## config.mk

```make
export PLATFORM = sky130hd
export DESIGN_NAME = row_sad_depth_matcher
export DESIGN_NICKNAME = d
export VERILOG_FILES = /design/src/rtl/core/sdm_pkg.sv /design/src/rtl/core/row_sad_depth_matcher.sv /design/src/rtl/core/sdm_cell.sv /design/src/rtl/core/sdm_match.sv
export VERILOG_INCLUDE_DIRS = /design/src /design/src/rtl/core
export SDC_FILE = /design/constraint.sdc
export NUM_CORES = 2
export LEC_CHECK = 0
export BUFFER_PORTS_ARGS = -buffer_cell sky130_fd_sc_hd__buf_2
export CORE_MARGIN = 10
export CORE_UTILIZATION = 68
export CTS_CLUSTER_SIZE = 10
export DETAILED_ROUTE_END_ITERATION = 8
export GPL_TIMING_DRIVEN = 0
export PLACE_DENSITY = 0.84
export SYNTH_ARGS = -nofsm -noshare
export SYNTH_HDL_FRONTEND = slang
export SYNTH_SLANG_ARGS = --single-unit
```

## constraint.sdc

```tcl
create_clock -name aclk -period 56.8 [get_ports aclk]
set_clock_uncertainty 0.15 [all_clocks]
set_input_delay 2.84 -clock aclk [delete_from_list [all_inputs] [get_ports aclk]]
set_output_delay 2.84 -clock aclk [all_outputs]
set_load 0.05 [all_outputs]
```

## src/rtl/core/assert_macros.svh

```systemverilog
// assertion helpers shared by the matcher modules
`ifndef ASSERT_MACROS_SVH
`define ASSERT_MACROS_SVH

// same-cycle implication, disabled while reset is held
`define SDM_ASSERT_IMP(lbl, clk, rstn, ante, cons, msg) \
    lbl: assert property (@(posedge clk) disable iff (!rstn) (ante) |-> (cons)) \
        else $error(msg);

// next-cycle implication, disabled while reset is held
`define SDM_ASSERT_NXT(lbl, clk, rstn, ante, cons, msg) \
    lbl: assert property (@(posedge clk) disable iff (!rstn) (ante) |=> (cons)) \
        else $error(msg);

`endif

```

## src/rtl/core/sdm_pkg.sv

```systemverilog
package sdm_pkg;

    localparam int PIX_W        = 8;
    localparam int PERIOD_W     = 8;
    localparam int DIST_W       = 7;
    localparam int MIN_PERIOD   = 4;
    localparam int RESET_PERIOD = 64;

    localparam logic [7:0] DEPTH_MAX = 8'd255;

    typedef logic [PIX_W-1:0] pix_t;

    typedef struct packed {
        pix_t pixel;
        logic row_end;
    } in_item_t;

    typedef struct packed {
        logic [7:0] depth;
        logic       row_last;
        logic       short_row;
    } out_item_t;

    // controls broadcast along the cell chain
    typedef struct packed {
        logic store_shift;
        logic search_load;
        logic search_shift;
    } cell_ctrl_t;

    // controls for the match unit
    typedef struct packed {
        logic              clear;
        logic              sample;
        logic [DIST_W-1:0] shift_idx;
    } match_ctrl_t;

    // 255 / q for q = period / 4, index 0 unused
    localparam logic [7:0] SCALE_LUT [0:63] = '{
        8'd0,   8'd255, 8'd127, 8'd85,  8'd63,  8'd51,  8'd42,  8'd36,
        8'd31,  8'd28,  8'd25,  8'd23,  8'd21,  8'd19,  8'd18,  8'd17,
        8'd15,  8'd15,  8'd14,  8'd13,  8'd12,  8'd12,  8'd11,  8'd11,
        8'd10,  8'd10,  8'd9,   8'd9,   8'd9,   8'd8,   8'd8,   8'd8,
        8'd7,   8'd7,   8'd7,   8'd7,   8'd7,   8'd6,   8'd6,   8'd6,
        8'd6,   8'd6,   8'd6,   8'd5,   8'd5,   8'd5,   8'd5,   8'd5,
        8'd5,   8'd5,   8'd5,   8'd5,   8'd4,   8'd4,   8'd4,   8'd4,
        8'd4,   8'd4,   8'd4,   8'd4,   8'd4,   8'd4,   8'd4,   8'd4
    };

endpackage

```

## src/rtl/core/row_sad_depth_matcher.sv

```systemverilog
// Stereogram row depth matcher. Pixels enter in raster order on the s_ channel,
// one transfer each, with row_end on the last pixel of a row; depth values leave
// on the m_ channel. The last period+window pixels sit in a chain of cells. For
// a pixel that completes a window, the chain is copied into a search line that
// steps one place per clock: an alignment phase, then a search phase in which
// each step scores one shift by sum of absolute differences. The column then
// passes a finish, a scale and an output state, which waits until the output
// register is free; the next pixel is taken in the same cycle as the result is
// presented. Pixels that produce no result are taken in idle; a row end emits
// its trailing zero results, each once the output is free. The next pixel is
// taken while the last result still waits in the output register. repeat_period
// must be written through cfg_we/cfg_wdata while idle; the block does not
// enforce this, and the depth scale is looked up at that write.
module row_sad_depth_matcher #(
    parameter int MATCH_WIDTH = 8,
    parameter int MAX_PERIOD  = 128
) (
    input  logic                aclk,
    input  logic                aresetn,
    input  logic                cfg_we,
    input  logic [7:0]          cfg_wdata,
    input  logic                s_valid,
    output logic                s_ready,
    input  sdm_pkg::in_item_t   s_item,
    output logic                m_valid,
    input  logic                m_ready,
    output sdm_pkg::out_item_t  m_item
);
    import sdm_pkg::*;
    `include "assert_macros.svh"

    localparam int STORE     = MAX_PERIOD + MATCH_WIDTH;
    localparam int CC_W      = $clog2(STORE + 1);
    localparam int TRAIL_W   = $clog2(MATCH_WIDTH + 1);
    localparam int PROD_W    = DIST_W + 8;
    localparam int PCLIP     = (MAX_PERIOD > 255) ? 255 : MAX_PERIOD;
    localparam int RESET_EFF = (RESET_PERIOD > PCLIP) ? PCLIP : RESET_PERIOD;
    localparam logic [7:0] RESET_SCALE = SCALE_LUT[RESET_EFF / 4];

    typedef enum logic [6:0] {
        ST_IDLE   = 7'b0000001,
        ST_PRE    = 7'b0000010,
        ST_SEARCH = 7'b0000100,
        ST_FINISH = 7'b0001000,
        ST_SCALE  = 7'b0010000,
        ST_OUT    = 7'b0100000,
        ST_TRAIL  = 7'b1000000
    } state_t;

    // period clamped to the supported range
    function automatic logic [PERIOD_W-1:0] eff_period(input logic [PERIOD_W-1:0] rp);
        logic [PERIOD_W-1:0] p;
        p = rp;
        if (p < PERIOD_W'(MIN_PERIOD)) p = PERIOD_W'(MIN_PERIOD);
        if (p > PERIOD_W'(PCLIP)) p = PERIOD_W'(PCLIP);
        return p;
    endfunction

    state_t               state_reg, state_next;
    logic [CC_W-1:0]      cc_reg, cc_next;
    logic [PERIOD_W-1:0]  period_reg, period_next;
    logic [7:0]           scale_reg, scale_next;
    logic [DIST_W-1:0]    cnt_reg, cnt_next;
    logic [TRAIL_W-1:0]   trail_reg, trail_next;
    logic                 short_reg, short_next;
    logic [PROD_W-1:0]    prod_reg, prod_next;
    logic                 m_valid_reg, m_valid_next;
    out_item_t            m_item_reg, m_item_next;

    logic [PERIOD_W-1:0]  per;
    logic [PERIOD_W-1:0]  cfg_per;
    logic [DIST_W-1:0]    half;
    logic [PERIOD_W-1:0]  pre_len;
    logic [CC_W-1:0]      need;
    logic [CC_W-1:0]      cc_inc;
    logic                 out_free;
    logic [DIST_W-1:0]    best_dist;
    cell_ctrl_t           cell_ctrl;
    match_ctrl_t          mctrl;

    pix_t store_px  [STORE];
    pix_t search_px [STORE];
    pix_t a_px      [MATCH_WIDTH];
    pix_t b_px      [MATCH_WIDTH];

    // period derived values
    assign per     = eff_period(period_reg);
    assign cfg_per = eff_period(cfg_wdata);
    assign half    = per[PERIOD_W-1:1];
    assign pre_len = per - {1'b0, per[PERIOD_W-1:1]} - PERIOD_W'(1);
    assign need    = CC_W'(per) + CC_W'(MATCH_WIDTH);
    assign cc_inc  = (cc_reg < CC_W'(STORE)) ? cc_reg + CC_W'(1) : cc_reg;

    assign out_free = !m_valid_reg || m_ready;
    assign s_ready  = (state_reg == ST_IDLE);
    assign m_valid  = m_valid_reg;
    assign m_item   = m_item_reg;

    // cell chain: line store toward older pixels, search line toward the head
    for (genvar j = 0; j < STORE; j++) begin : g_cell
        pix_t store_in;
        pix_t search_in;
        if (j == 0) begin : g_head
            assign store_in = s_item.pixel;
        end else begin : g_body
            assign store_in = store_px[j-1];
        end
        if (j == STORE - 1) begin : g_tail
            assign search_in = '0;
        end else begin : g_inner
            assign search_in = search_px[j+1];
        end
        sdm_cell u_cell (
            .aclk       (aclk),
            .ctrl       (cell_ctrl),
            .store_in   (store_in),
            .store_out  (store_px[j]),
            .search_in  (search_in),
            .search_out (search_px[j])
        );
    end

    // fixed taps: reference window at the head, candidate window on the search line
    for (genvar i = 0; i < MATCH_WIDTH; i++) begin : g_tap
        assign a_px[i] = search_px[MATCH_WIDTH - i];
        assign b_px[i] = store_px[MATCH_WIDTH - 1 - i];
    end

    sdm_match #(
        .MATCH_WIDTH (MATCH_WIDTH)
    ) u_match (
        .aclk      (aclk),
        .aresetn   (aresetn),
        .ctrl      (mctrl),
        .a_px      (a_px),
        .b_px      (b_px),
        .best_dist (best_dist)
    );

    // configuration write, scale looked up from the clamped period
    always_comb begin
        period_next = period_reg;
        scale_next  = scale_reg;
        if (cfg_we) begin
            period_next = cfg_wdata;
            scale_next  = SCALE_LUT[cfg_per[PERIOD_W-1:2]];
        end
    end

    // sequencer
    always_comb begin
        state_next      = state_reg;
        cc_next         = cc_reg;
        cnt_next        = cnt_reg;
        trail_next      = trail_reg;
        short_next      = short_reg;
        prod_next       = prod_reg;
        m_valid_next    = m_valid_reg;
        m_item_next     = m_item_reg;
        cell_ctrl       = '0;
        mctrl           = '0;
        mctrl.shift_idx = cnt_reg;

        if (m_ready) begin
            m_valid_next = 1'b0;
        end

        unique case (state_reg)
            ST_IDLE: begin
                if (s_valid) begin
                    cell_ctrl.store_shift = 1'b1;
                    if (s_item.row_end) begin
                        cc_next    = '0;
                        state_next = ST_TRAIL;
                        if (cc_inc < need) begin
                            short_next = 1'b1;
                            if (cc_inc > CC_W'(per)) begin
                                trail_next = TRAIL_W'(cc_inc - CC_W'(per));
                            end else begin
                                trail_next = TRAIL_W'(1);
                            end
                        end else begin
                            short_next = 1'b0;
                            trail_next = TRAIL_W'(MATCH_WIDTH);
                        end
                    end else begin
                        cc_next = cc_inc;
                        if (cc_inc >= need) begin
                            cell_ctrl.search_load = 1'b1;
                            mctrl.clear           = 1'b1;
                            cnt_next              = pre_len[DIST_W-1:0];
                            state_next            = ST_PRE;
                        end
                    end
                end
            end
            ST_PRE: begin
                cell_ctrl.search_shift = 1'b1;
                if (cnt_reg == '0) begin
                    cnt_next   = half - DIST_W'(1);
                    state_next = ST_SEARCH;
                end else begin
                    cnt_next = cnt_reg - DIST_W'(1);
                end
            end
            ST_SEARCH: begin
                cell_ctrl.search_shift = 1'b1;
                mctrl.sample           = 1'b1;
                if (cnt_reg == '0) begin
                    state_next = ST_FINISH;
                end else begin
                    cnt_next = cnt_reg - DIST_W'(1);
                end
            end
            ST_FINISH: begin
                state_next = ST_SCALE;
            end
            ST_SCALE: begin
                prod_next  = PROD_W'(best_dist) * PROD_W'(scale_reg);
                state_next = ST_OUT;
            end
            ST_OUT: begin
                if (out_free) begin
                    m_valid_next          = 1'b1;
                    m_item_next.row_last  = 1'b0;
                    m_item_next.short_row = 1'b0;
                    if (prod_reg > PROD_W'(DEPTH_MAX)) begin
                        m_item_next.depth = DEPTH_MAX;
                    end else begin
                        m_item_next.depth = prod_reg[7:0];
                    end
                    state_next = ST_IDLE;
                end
            end
            ST_TRAIL: begin
                if (out_free) begin
                    m_valid_next          = 1'b1;
                    m_item_next.depth     = '0;
                    m_item_next.row_last  = (trail_reg == TRAIL_W'(1));
                    m_item_next.short_row = short_reg;
                    trail_next            = trail_reg - TRAIL_W'(1);
                    if (trail_reg == TRAIL_W'(1)) begin
                        state_next = ST_IDLE;
                    end
                end
            end
            default: begin
                state_next = ST_IDLE;
            end
        endcase
    end

    // control registers
    always_ff @(posedge aclk) begin
        if (!aresetn) begin
            state_reg   <= ST_IDLE;
            cc_reg      <= '0;
            period_reg  <= PERIOD_W'(RESET_PERIOD);
            scale_reg   <= RESET_SCALE;
            m_valid_reg <= 1'b0;
        end else begin
            state_reg   <= state_next;
            cc_reg      <= cc_next;
            period_reg  <= period_next;
            scale_reg   <= scale_next;
            m_valid_reg <= m_valid_next;
        end
    end

    // payload registers
    always_ff @(posedge aclk) begin
        cnt_reg    <= cnt_next;
        trail_reg  <= trail_next;
        short_reg  <= short_next;
        prod_reg   <= prod_next;
        m_item_reg <= m_item_next;
    end

    `SDM_ASSERT_IMP(a_trail_zero_depth, aclk, aresetn, m_valid && (m_item.row_last || m_item.short_row), m_item.depth == '0, "trailing result with nonzero depth")
    `SDM_ASSERT_IMP(a_search_in_range, aclk, aresetn, state_reg == ST_SEARCH, cnt_reg < half, "search shift beyond half period")
    `SDM_ASSERT_IMP(a_trail_nonempty, aclk, aresetn, state_reg == ST_TRAIL, trail_reg != '0, "empty trailing run")

endmodule

```

## src/rtl/core/sdm_cell.sv

```systemverilog
module sdm_cell (
    input  logic               aclk,
    input  sdm_pkg::cell_ctrl_t ctrl,
    input  sdm_pkg::pix_t      store_in,
    output sdm_pkg::pix_t      store_out,
    input  sdm_pkg::pix_t      search_in,
    output sdm_pkg::pix_t      search_out
);
    import sdm_pkg::*;

    pix_t store_reg;
    pix_t search_reg;

    // line store tap: moves one place older on every pixel transfer
    always_ff @(posedge aclk) begin
        if (ctrl.store_shift) begin
            store_reg <= store_in;
        end
    end

    // search tap: snapshot of the updated store, then walks toward the head
    always_ff @(posedge aclk) begin
        if (ctrl.search_load) begin
            search_reg <= store_in;
        end else if (ctrl.search_shift) begin
            search_reg <= search_in;
        end
    end

    assign store_out  = store_reg;
    assign search_out = search_reg;

endmodule

```

## src/rtl/core/sdm_match.sv

```systemverilog
module sdm_match #(
    parameter int MATCH_WIDTH = 8
) (
    input  logic                          aclk,
    input  logic                          aresetn,
    input  sdm_pkg::match_ctrl_t          ctrl,
    input  sdm_pkg::pix_t                 a_px [MATCH_WIDTH],
    input  sdm_pkg::pix_t                 b_px [MATCH_WIDTH],
    output logic [sdm_pkg::DIST_W-1:0]    best_dist
);
    import sdm_pkg::*;
    `include "assert_macros.svh"

    localparam int SAD_W = $clog2(MATCH_WIDTH * 255 + 1);

    logic [SAD_W-1:0]  sad;
    logic [SAD_W-1:0]  stage_sad_reg;
    logic [DIST_W-1:0] stage_dist_reg;
    logic              stage_valid_reg;
    logic [SAD_W-1:0]  best_sad_reg;
    logic [DIST_W-1:0] best_dist_reg;

    // sum of absolute differences over the window
    always_comb begin
        sad = '0;
        for (int i = 0; i < MATCH_WIDTH; i++) begin
            if (a_px[i] > b_px[i]) begin
                sad = sad + SAD_W'(a_px[i] - b_px[i]);
            end else begin
                sad = sad + SAD_W'(b_px[i] - a_px[i]);
            end
        end
    end

    // stage register between the adder and the compare
    always_ff @(posedge aclk) begin
        if (!aresetn) begin
            stage_valid_reg <= 1'b0;
        end else begin
            stage_valid_reg <= ctrl.sample;
        end
    end

    always_ff @(posedge aclk) begin
        if (ctrl.sample) begin
            stage_sad_reg  <= sad;
            stage_dist_reg <= ctrl.shift_idx;
        end
    end

    // shifts arrive in descending order, so an equal sum moves to the smaller shift
    always_ff @(posedge aclk) begin
        if (ctrl.clear) begin
            best_sad_reg  <= '1;
            best_dist_reg <= '0;
        end else if (stage_valid_reg && (stage_sad_reg <= best_sad_reg)) begin
            best_sad_reg  <= stage_sad_reg;
            best_dist_reg <= stage_dist_reg;
        end
    end

    assign best_dist = best_dist_reg;

    `SDM_ASSERT_NXT(a_best_not_worse, aclk, aresetn, stage_valid_reg, best_sad_reg <= $past(stage_sad_reg), "best sum above a sampled sum")

endmodule
```

Yosys cells after proc, flatten, opt, wreduce, memory -nomap -nowiden. Memories as Yosys holds them, arrays and structs flattened. A register that Yosys moved wholly into a read port is not among the register bits. Index checks and enable logic that the tools add are counted.

Bits in registers: 2258. Bits in read-only memories: 512. Bits of input ports: 22. Output and inout bits: 12. Logic and storage cells: 702. Memories: 1.

Memory list: (no name shown) (words 64, bits a word 8, rd ports 1, clocked after memory_dff 1, wr ports 0, RTL line row_sad_depth_matcher.sv:146) `scale_next = SCALE_LUT[cfg_per[PERIOD_W-1:2]];`.

Add/sub/neg operators: 38. Multipliers: 1. $lt $le $gt $ge: 18. Equal/unequal tests: 19. Muxes and demuxes: 321. Bitwise gates (word level): 1. Reductions and logical operators: 17.

Operator list (count): 8-bit two-way mux (277); 11-bit adder (14); 8-bit by 8-bit subtractor with 9-bit output (16); 7-bit two-way mux (13); 11-bit two-way mux (8); 8-bit > comparator (9); 7-bit case mux with 7 select lines (1); 7-bit case mux with 3 select lines (1); 7-bit by 1-bit subtractor with 7-bit output, second input constant (3); 10-bit two-way mux (2); 4-bit two-way mux (5); 10-bit case mux with 2 select lines (1); 8-bit > comparator, second input constant (2); 8-bit by 3-bit less-than comparator with 1-bit output, second input constant (2); 2-bit inequality test, second input constant (8); 15-bit by 8-bit > comparator with 1-bit output, second input constant (1); 7-bit by 8-bit multiplier with 15-bit output (1); 11-bit less-or-equal comparator (1); 1-bit two-way mux (10); 8-bit by 1-bit adder with 8-bit output, second input constant (1); 8-bit by 4-bit adder with 8-bit output, second input constant (1); 8-bit >= comparator (1); 8-bit less-than comparator (1); 8-bit less-than comparator, second input constant (1); 28 further kinds (35).

Longest topological paths before layout.
Depth after elaboration: 16. Gate-level depth with buffers: 43.

By module. Synthesis repeated with hierarchy kept, for this count alone.

Cell total of the unflattened synthesis: 5378. Area total of the unflattened synthesis: 99774.4 um2.

By module, submodules not included: sdm_cell (instances 136, cells an instance 26, area an instance 618.1 um2, seq. area each 480.5 um2); sdm_match (instances 1, cells an instance 1172, area an instance 9499.1 um2, seq. area each 920.9 um2); row_sad_depth_matcher (instances 1, cells an instance 670, area an instance 6214.7 um2, seq. area each 1751.7 um2).

Least setup slack after synthesis. No wires, ideal clock.

Path type: input to register. From: in s_valid. To: reg g_cell[100].u_cell.search_reg[0] (enable). Library setup time: 7.419 ns. Arrival: 21.377 ns. Path slack: 27.854 ns. Stages: 7. Path buffers: 3. Cell sequence: nand2_1 > nor2_1 > nand2_1 > clkbuf_1 > clkbuf_1 > buf_1 > nand2_1.

Word-level cells in the longest chain between the ends: 3.

RTL lines: from (decl) (RTL line row_sad_depth_matcher.sv:22) `input logic s_valid,`; 2-bit two-way mux (RTL line row_sad_depth_matcher.sv:170) `if (s_valid) begin`; 2-bit two-way mux (RTL line row_sad_depth_matcher.sv:168) `unique case (state_reg)`; 2-bit nonzero test (no source line); to (signal assigned) (RTL line sdm_cell.sv:24) `search_reg <= store_in;`; to (signal assigned) (RTL line sdm_cell.sv:26) `search_reg <= search_in;`; to (decl) (RTL line sdm_cell.sv:12) `pix_t search_reg;`.

No other way between the ends. A chain may end at the register's enable or synchronous reset.

Worst setup path in the final report.
From: reg g_cell[8].u_cell.search_reg[1]. To: reg u_match.stage_sad_reg[10] (data pin).

Word-level cells in the longest chain between the ends: 16. Elaborated cells between the ends (all ways): 25. Classes of those cells: add/sub (16); order compare (1); mux (8).

RTL lines: from (decl) (RTL line sdm_cell.sv:12); from (signal assigned) (RTL line sdm_cell.sv:24); from (signal assigned) (RTL line sdm_cell.sv:26); 8-bit by 8-bit subtractor with 9-bit output, or another cell as far along (RTL line sdm_match.sv:30) `sad = sad + SAD_W'(b_px[i] - a_px[i]);`; 11-bit two-way mux * (RTL line sdm_match.sv:27) `if (a_px[i] > b_px[i]) begin`; 11-bit adder, on equally long branches (RTL line sdm_match.sv:30, sdm_match.sv:28); 11-bit two-way mux * (RTL line sdm_match.sv:27); 11-bit adder, on equally long branches (RTL line sdm_match.sv:30, sdm_match.sv:28); 11-bit two-way mux * (RTL line sdm_match.sv:27); 11-bit adder, on equally long branches (RTL line sdm_match.sv:30, sdm_match.sv:28); 11-bit two-way mux * (RTL line sdm_match.sv:27); 11-bit adder, on equally long branches (RTL line sdm_match.sv:30, sdm_match.sv:28); 11-bit two-way mux * (RTL line sdm_match.sv:27); 11-bit adder, on equally long branches (RTL line sdm_match.sv:30, sdm_match.sv:28); 11-bit two-way mux * (RTL line sdm_match.sv:27); 11-bit adder, on equally long branches (RTL line sdm_match.sv:30, sdm_match.sv:28); 11-bit two-way mux * (RTL line sdm_match.sv:27); 11-bit adder, on equally long branches (RTL line sdm_match.sv:30, sdm_match.sv:28); 11-bit two-way mux * (RTL line sdm_match.sv:27); via u_match.sad[10] (RTL line sdm_match.sv:16) `logic [SAD_W-1:0] sad;`; to (signal assigned) (RTL line sdm_match.sv:46) `stage_sad_reg <= sad;`; to (decl) (RTL line sdm_match.sv:17) `logic [SAD_W-1:0] stage_sad_reg;`.

The timed path passes the listed nets; every way through them passes the cells marked *.

==> results.toml <==
[status]
outcome = "complete, no violations"

[global_routing]
grt_use_met1_pct = 33.2
grt_max_degree = 136
antenna_found_initial = 2
top_usage_layer = "met2"
grt_pass1_wl_um = 304000
grt_pass1_vias = 57600
use_met3_pct = 3.71
use_met2_pct = 41.4
grt_overflow = 0
grt_use_total_pct = 24.8

[drt]
vias_per_cell = 5.86
drt-pass1-iter-count = 6
wl_per_cell_um = 19.7
drt_iter0_drc = 6384
drt-total-wl_um = 189000
drc = 0
ant_nets = 0
num_vias = 56100

[clock_network]
post_cts_buffers = 0
clk_pin_slew_ns = 0.06
ctsHoldBuffers = 0
cts_tree = "yes"
cts_buffers = 279
cts.sinks = 2266
cts_resized = 0
cts.path.max_buffers = 4
htree_levels = 5
clock_latency_ns = 0.89
ctsRootBufferMaster = "clkbuf_16"

[synthesis]
synth_fp_nets = 7740
synth_seq_cells = 2266
synthTopCellsByCount = "3,202 x nand2_1, 2,215 x edfxtp_1, 286 x inv_1"
ys_top_cells_by_area = "edfxtp_1 71%, nand2_1 13%, ha_1 3.7%"
synth_flop_cell = "edfxtp_1"
synth.avg_cell_area_um2 = 12.6
ys_types = 76
synth-seq-area-share_pct = 72.5
synth_warnings = 0
synth_area_um2 = 93100
syn_inst = 7386
ys_async_sr_fraction_pct = 0
yosys.area.top_type = "edfxtp_1"
synth_enable_flop_cells = 2215
post-synth-top-count-cell = "nand2_1"
synth_top_area_share_pct = 71.4

[floorplan]
io_pins = 34
die_area_um2 = 152000
initial_core_util_pct = 68.6
rows = 135
dieWidth_um = 390
core_area_um2 = 136000
die_h_um = 390

[cells_and_area]
multiInputGateArea_um2 = 23300
drive_above_1_share_pct = 6.59
nets = 8080
area_growth_syn_to_layout_pct = 11.3
num-fill-cells = 7157
diodes = 0
register_area_um2 = 67500

[setup_path]
r2r_start = "g_cell[8].u_cell.search_out[1]$_DFFE_PP_"
worstSetupStartpointType = "register"
worstReg2RegEnd = "u_match.stage_sad_reg[10]$_DFFE_PP_"
critPathTopFamily = "adder cells"
cp.arrival_ns = 10.11
r2r_cells = 39
cp_common_cell = "xnor2_1"
cp-end-kind = "register"
crit_type = "reg2reg"
critPathBufInv = 3
crit_fanout = 10
max_stage_delay_ns = 0.62
rrSetupSlack_ns = 47.13
crit_cells = 39
cpMaxStageDelayCell = "fa_1"
required_ns = 57.24

[min_path]
whs_path_depth = 0
hold_end = "g_cell[74].u_cell.store_out[2]$_DFFE_PP_"
min_from = "g_cell[73].u_cell.store_out[2]$_DFFE_PP_"
hold_class = "reg2reg"

[sta]
max_freq_mhz = 103
fin_setup_tns_ns = 0
slew_headroom_pct = 4.73
setup_viol = 0
drv_slew = 0
rsz0062_at_grt = "no"
worst_pin_slew_ns = 1.43
fin_crit_ns = 9.67
period_share_pct = 17.0
hold_viol = 0

[placed_design]
numPortBuffers = 31
place_congestion = 0.860
dpl.hpwl_um = 112000

[flow_run]
cap_violations = 0
logic make-up (layout without fill, tap and decap cells):
| group | Yosys count | in the layout | share of synthesized area (%) |
|---|---|---|---|
| fa+ha+maj | 332 | 332 | 4.90 |
| flops | 2266 | 2266 | 72.5 |
| simple gates | 3501 | 3501 | 14.6 |
| buf+inv | 574 | 973 | 2.49 |
| xor+xnor | 155 | 155 | 1.49 |
| compound gates | 488 | 488 | 3.28 |
| mux | 70 | 70 | 0.771 |
metal layers:
layer  wire [um]  vias up
met2       94500     2447
met4        6270        2
met1       75800    27400
li1            -    25800
met3       12000      504
met5          12        -
cell usage in the layout (no fill, tap or decap), types with 23 or more instances in the layout:
cell type,synthesis,routed
nor2_1,124,124
dfxtp_1,51,51
clkbuf_16,0,286
clkbuf_1,152,192
o21a_1,28,28
xnor2_1,119,119
ha_1,278,278
edfxtp_1,2215,2215
mux2i_1,56,56
nor2b_1,34,34
o21ai_0,87,87
o21bai_1,38,38
fa_1,54,54
a21o_1,31,31
buf_16,0,26
and2_1,26,26
nor3_1,23,23
inv_1,286,285
buf_2,123,154
a21oi_1,150,150
nand2_1,3202,3201
xor2_1,34,34
o21ai_1,38,38
area by class of cell:
type	count	share of cell area, %
clock inverters	14	0.107
flip-flops and latches	2266	65.1
multi-input cells	4546	22.5
plain buffers	282	1.18
clock buffers	326	7.05
inverters	292	1.06
repair buffers	59	0.870
well taps	1781	2.15
worst max-delay path by stage:
stage,endpoint,startpoint
floorplan,g_cell[100].u_cell.search_out[0]$_DFFE_PP_,s_valid
global placement,g_cell[48].u_cell.search_out[6]$_DFFE_PP_,s_valid
detailed placement,u_match.stage_sad_reg[10]$_DFFE_PP_,g_cell[8].u_cell.search_out[1]$_DFFE_PP_
CTS,u_match.stage_sad_reg[10]$_DFFE_PP_,g_cell[8].u_cell.search_out[1]$_DFFE_PP_
global route,u_match.stage_sad_reg[10]$_DFFE_PP_,g_cell[8].u_cell.search_out[1]$_DFFE_PP_
finish,u_match.stage_sad_reg[10]$_DFFE_PP_,g_cell[8].u_cell.search_out[1]$_DFFE_PP_
metrics by stage:
stage / std cells / utilization, % / cell area [um^2] / hold WS (ns) / worst slack (ns)
floorplan: 7386 / - / 93100 / 0.276 / 27.85
global placement: 9198 / 70.3 / 95500 / 0.276 / 14.44
global route: 9566 / 76.4 / 104000 / 0.260 / 46.59
detailed placement: 9226 / 70.9 / 96300 / 0.282 / 47.25
CTS: 9566 / 76.4 / 104000 / 0.240 / 47.19
finish: 9566 / 76.4 / 104000 / 0.242 / 47.13
Power is not shown: default switching activity piles up to over one toggle a cycle in this logic, so the estimate is an artifact.
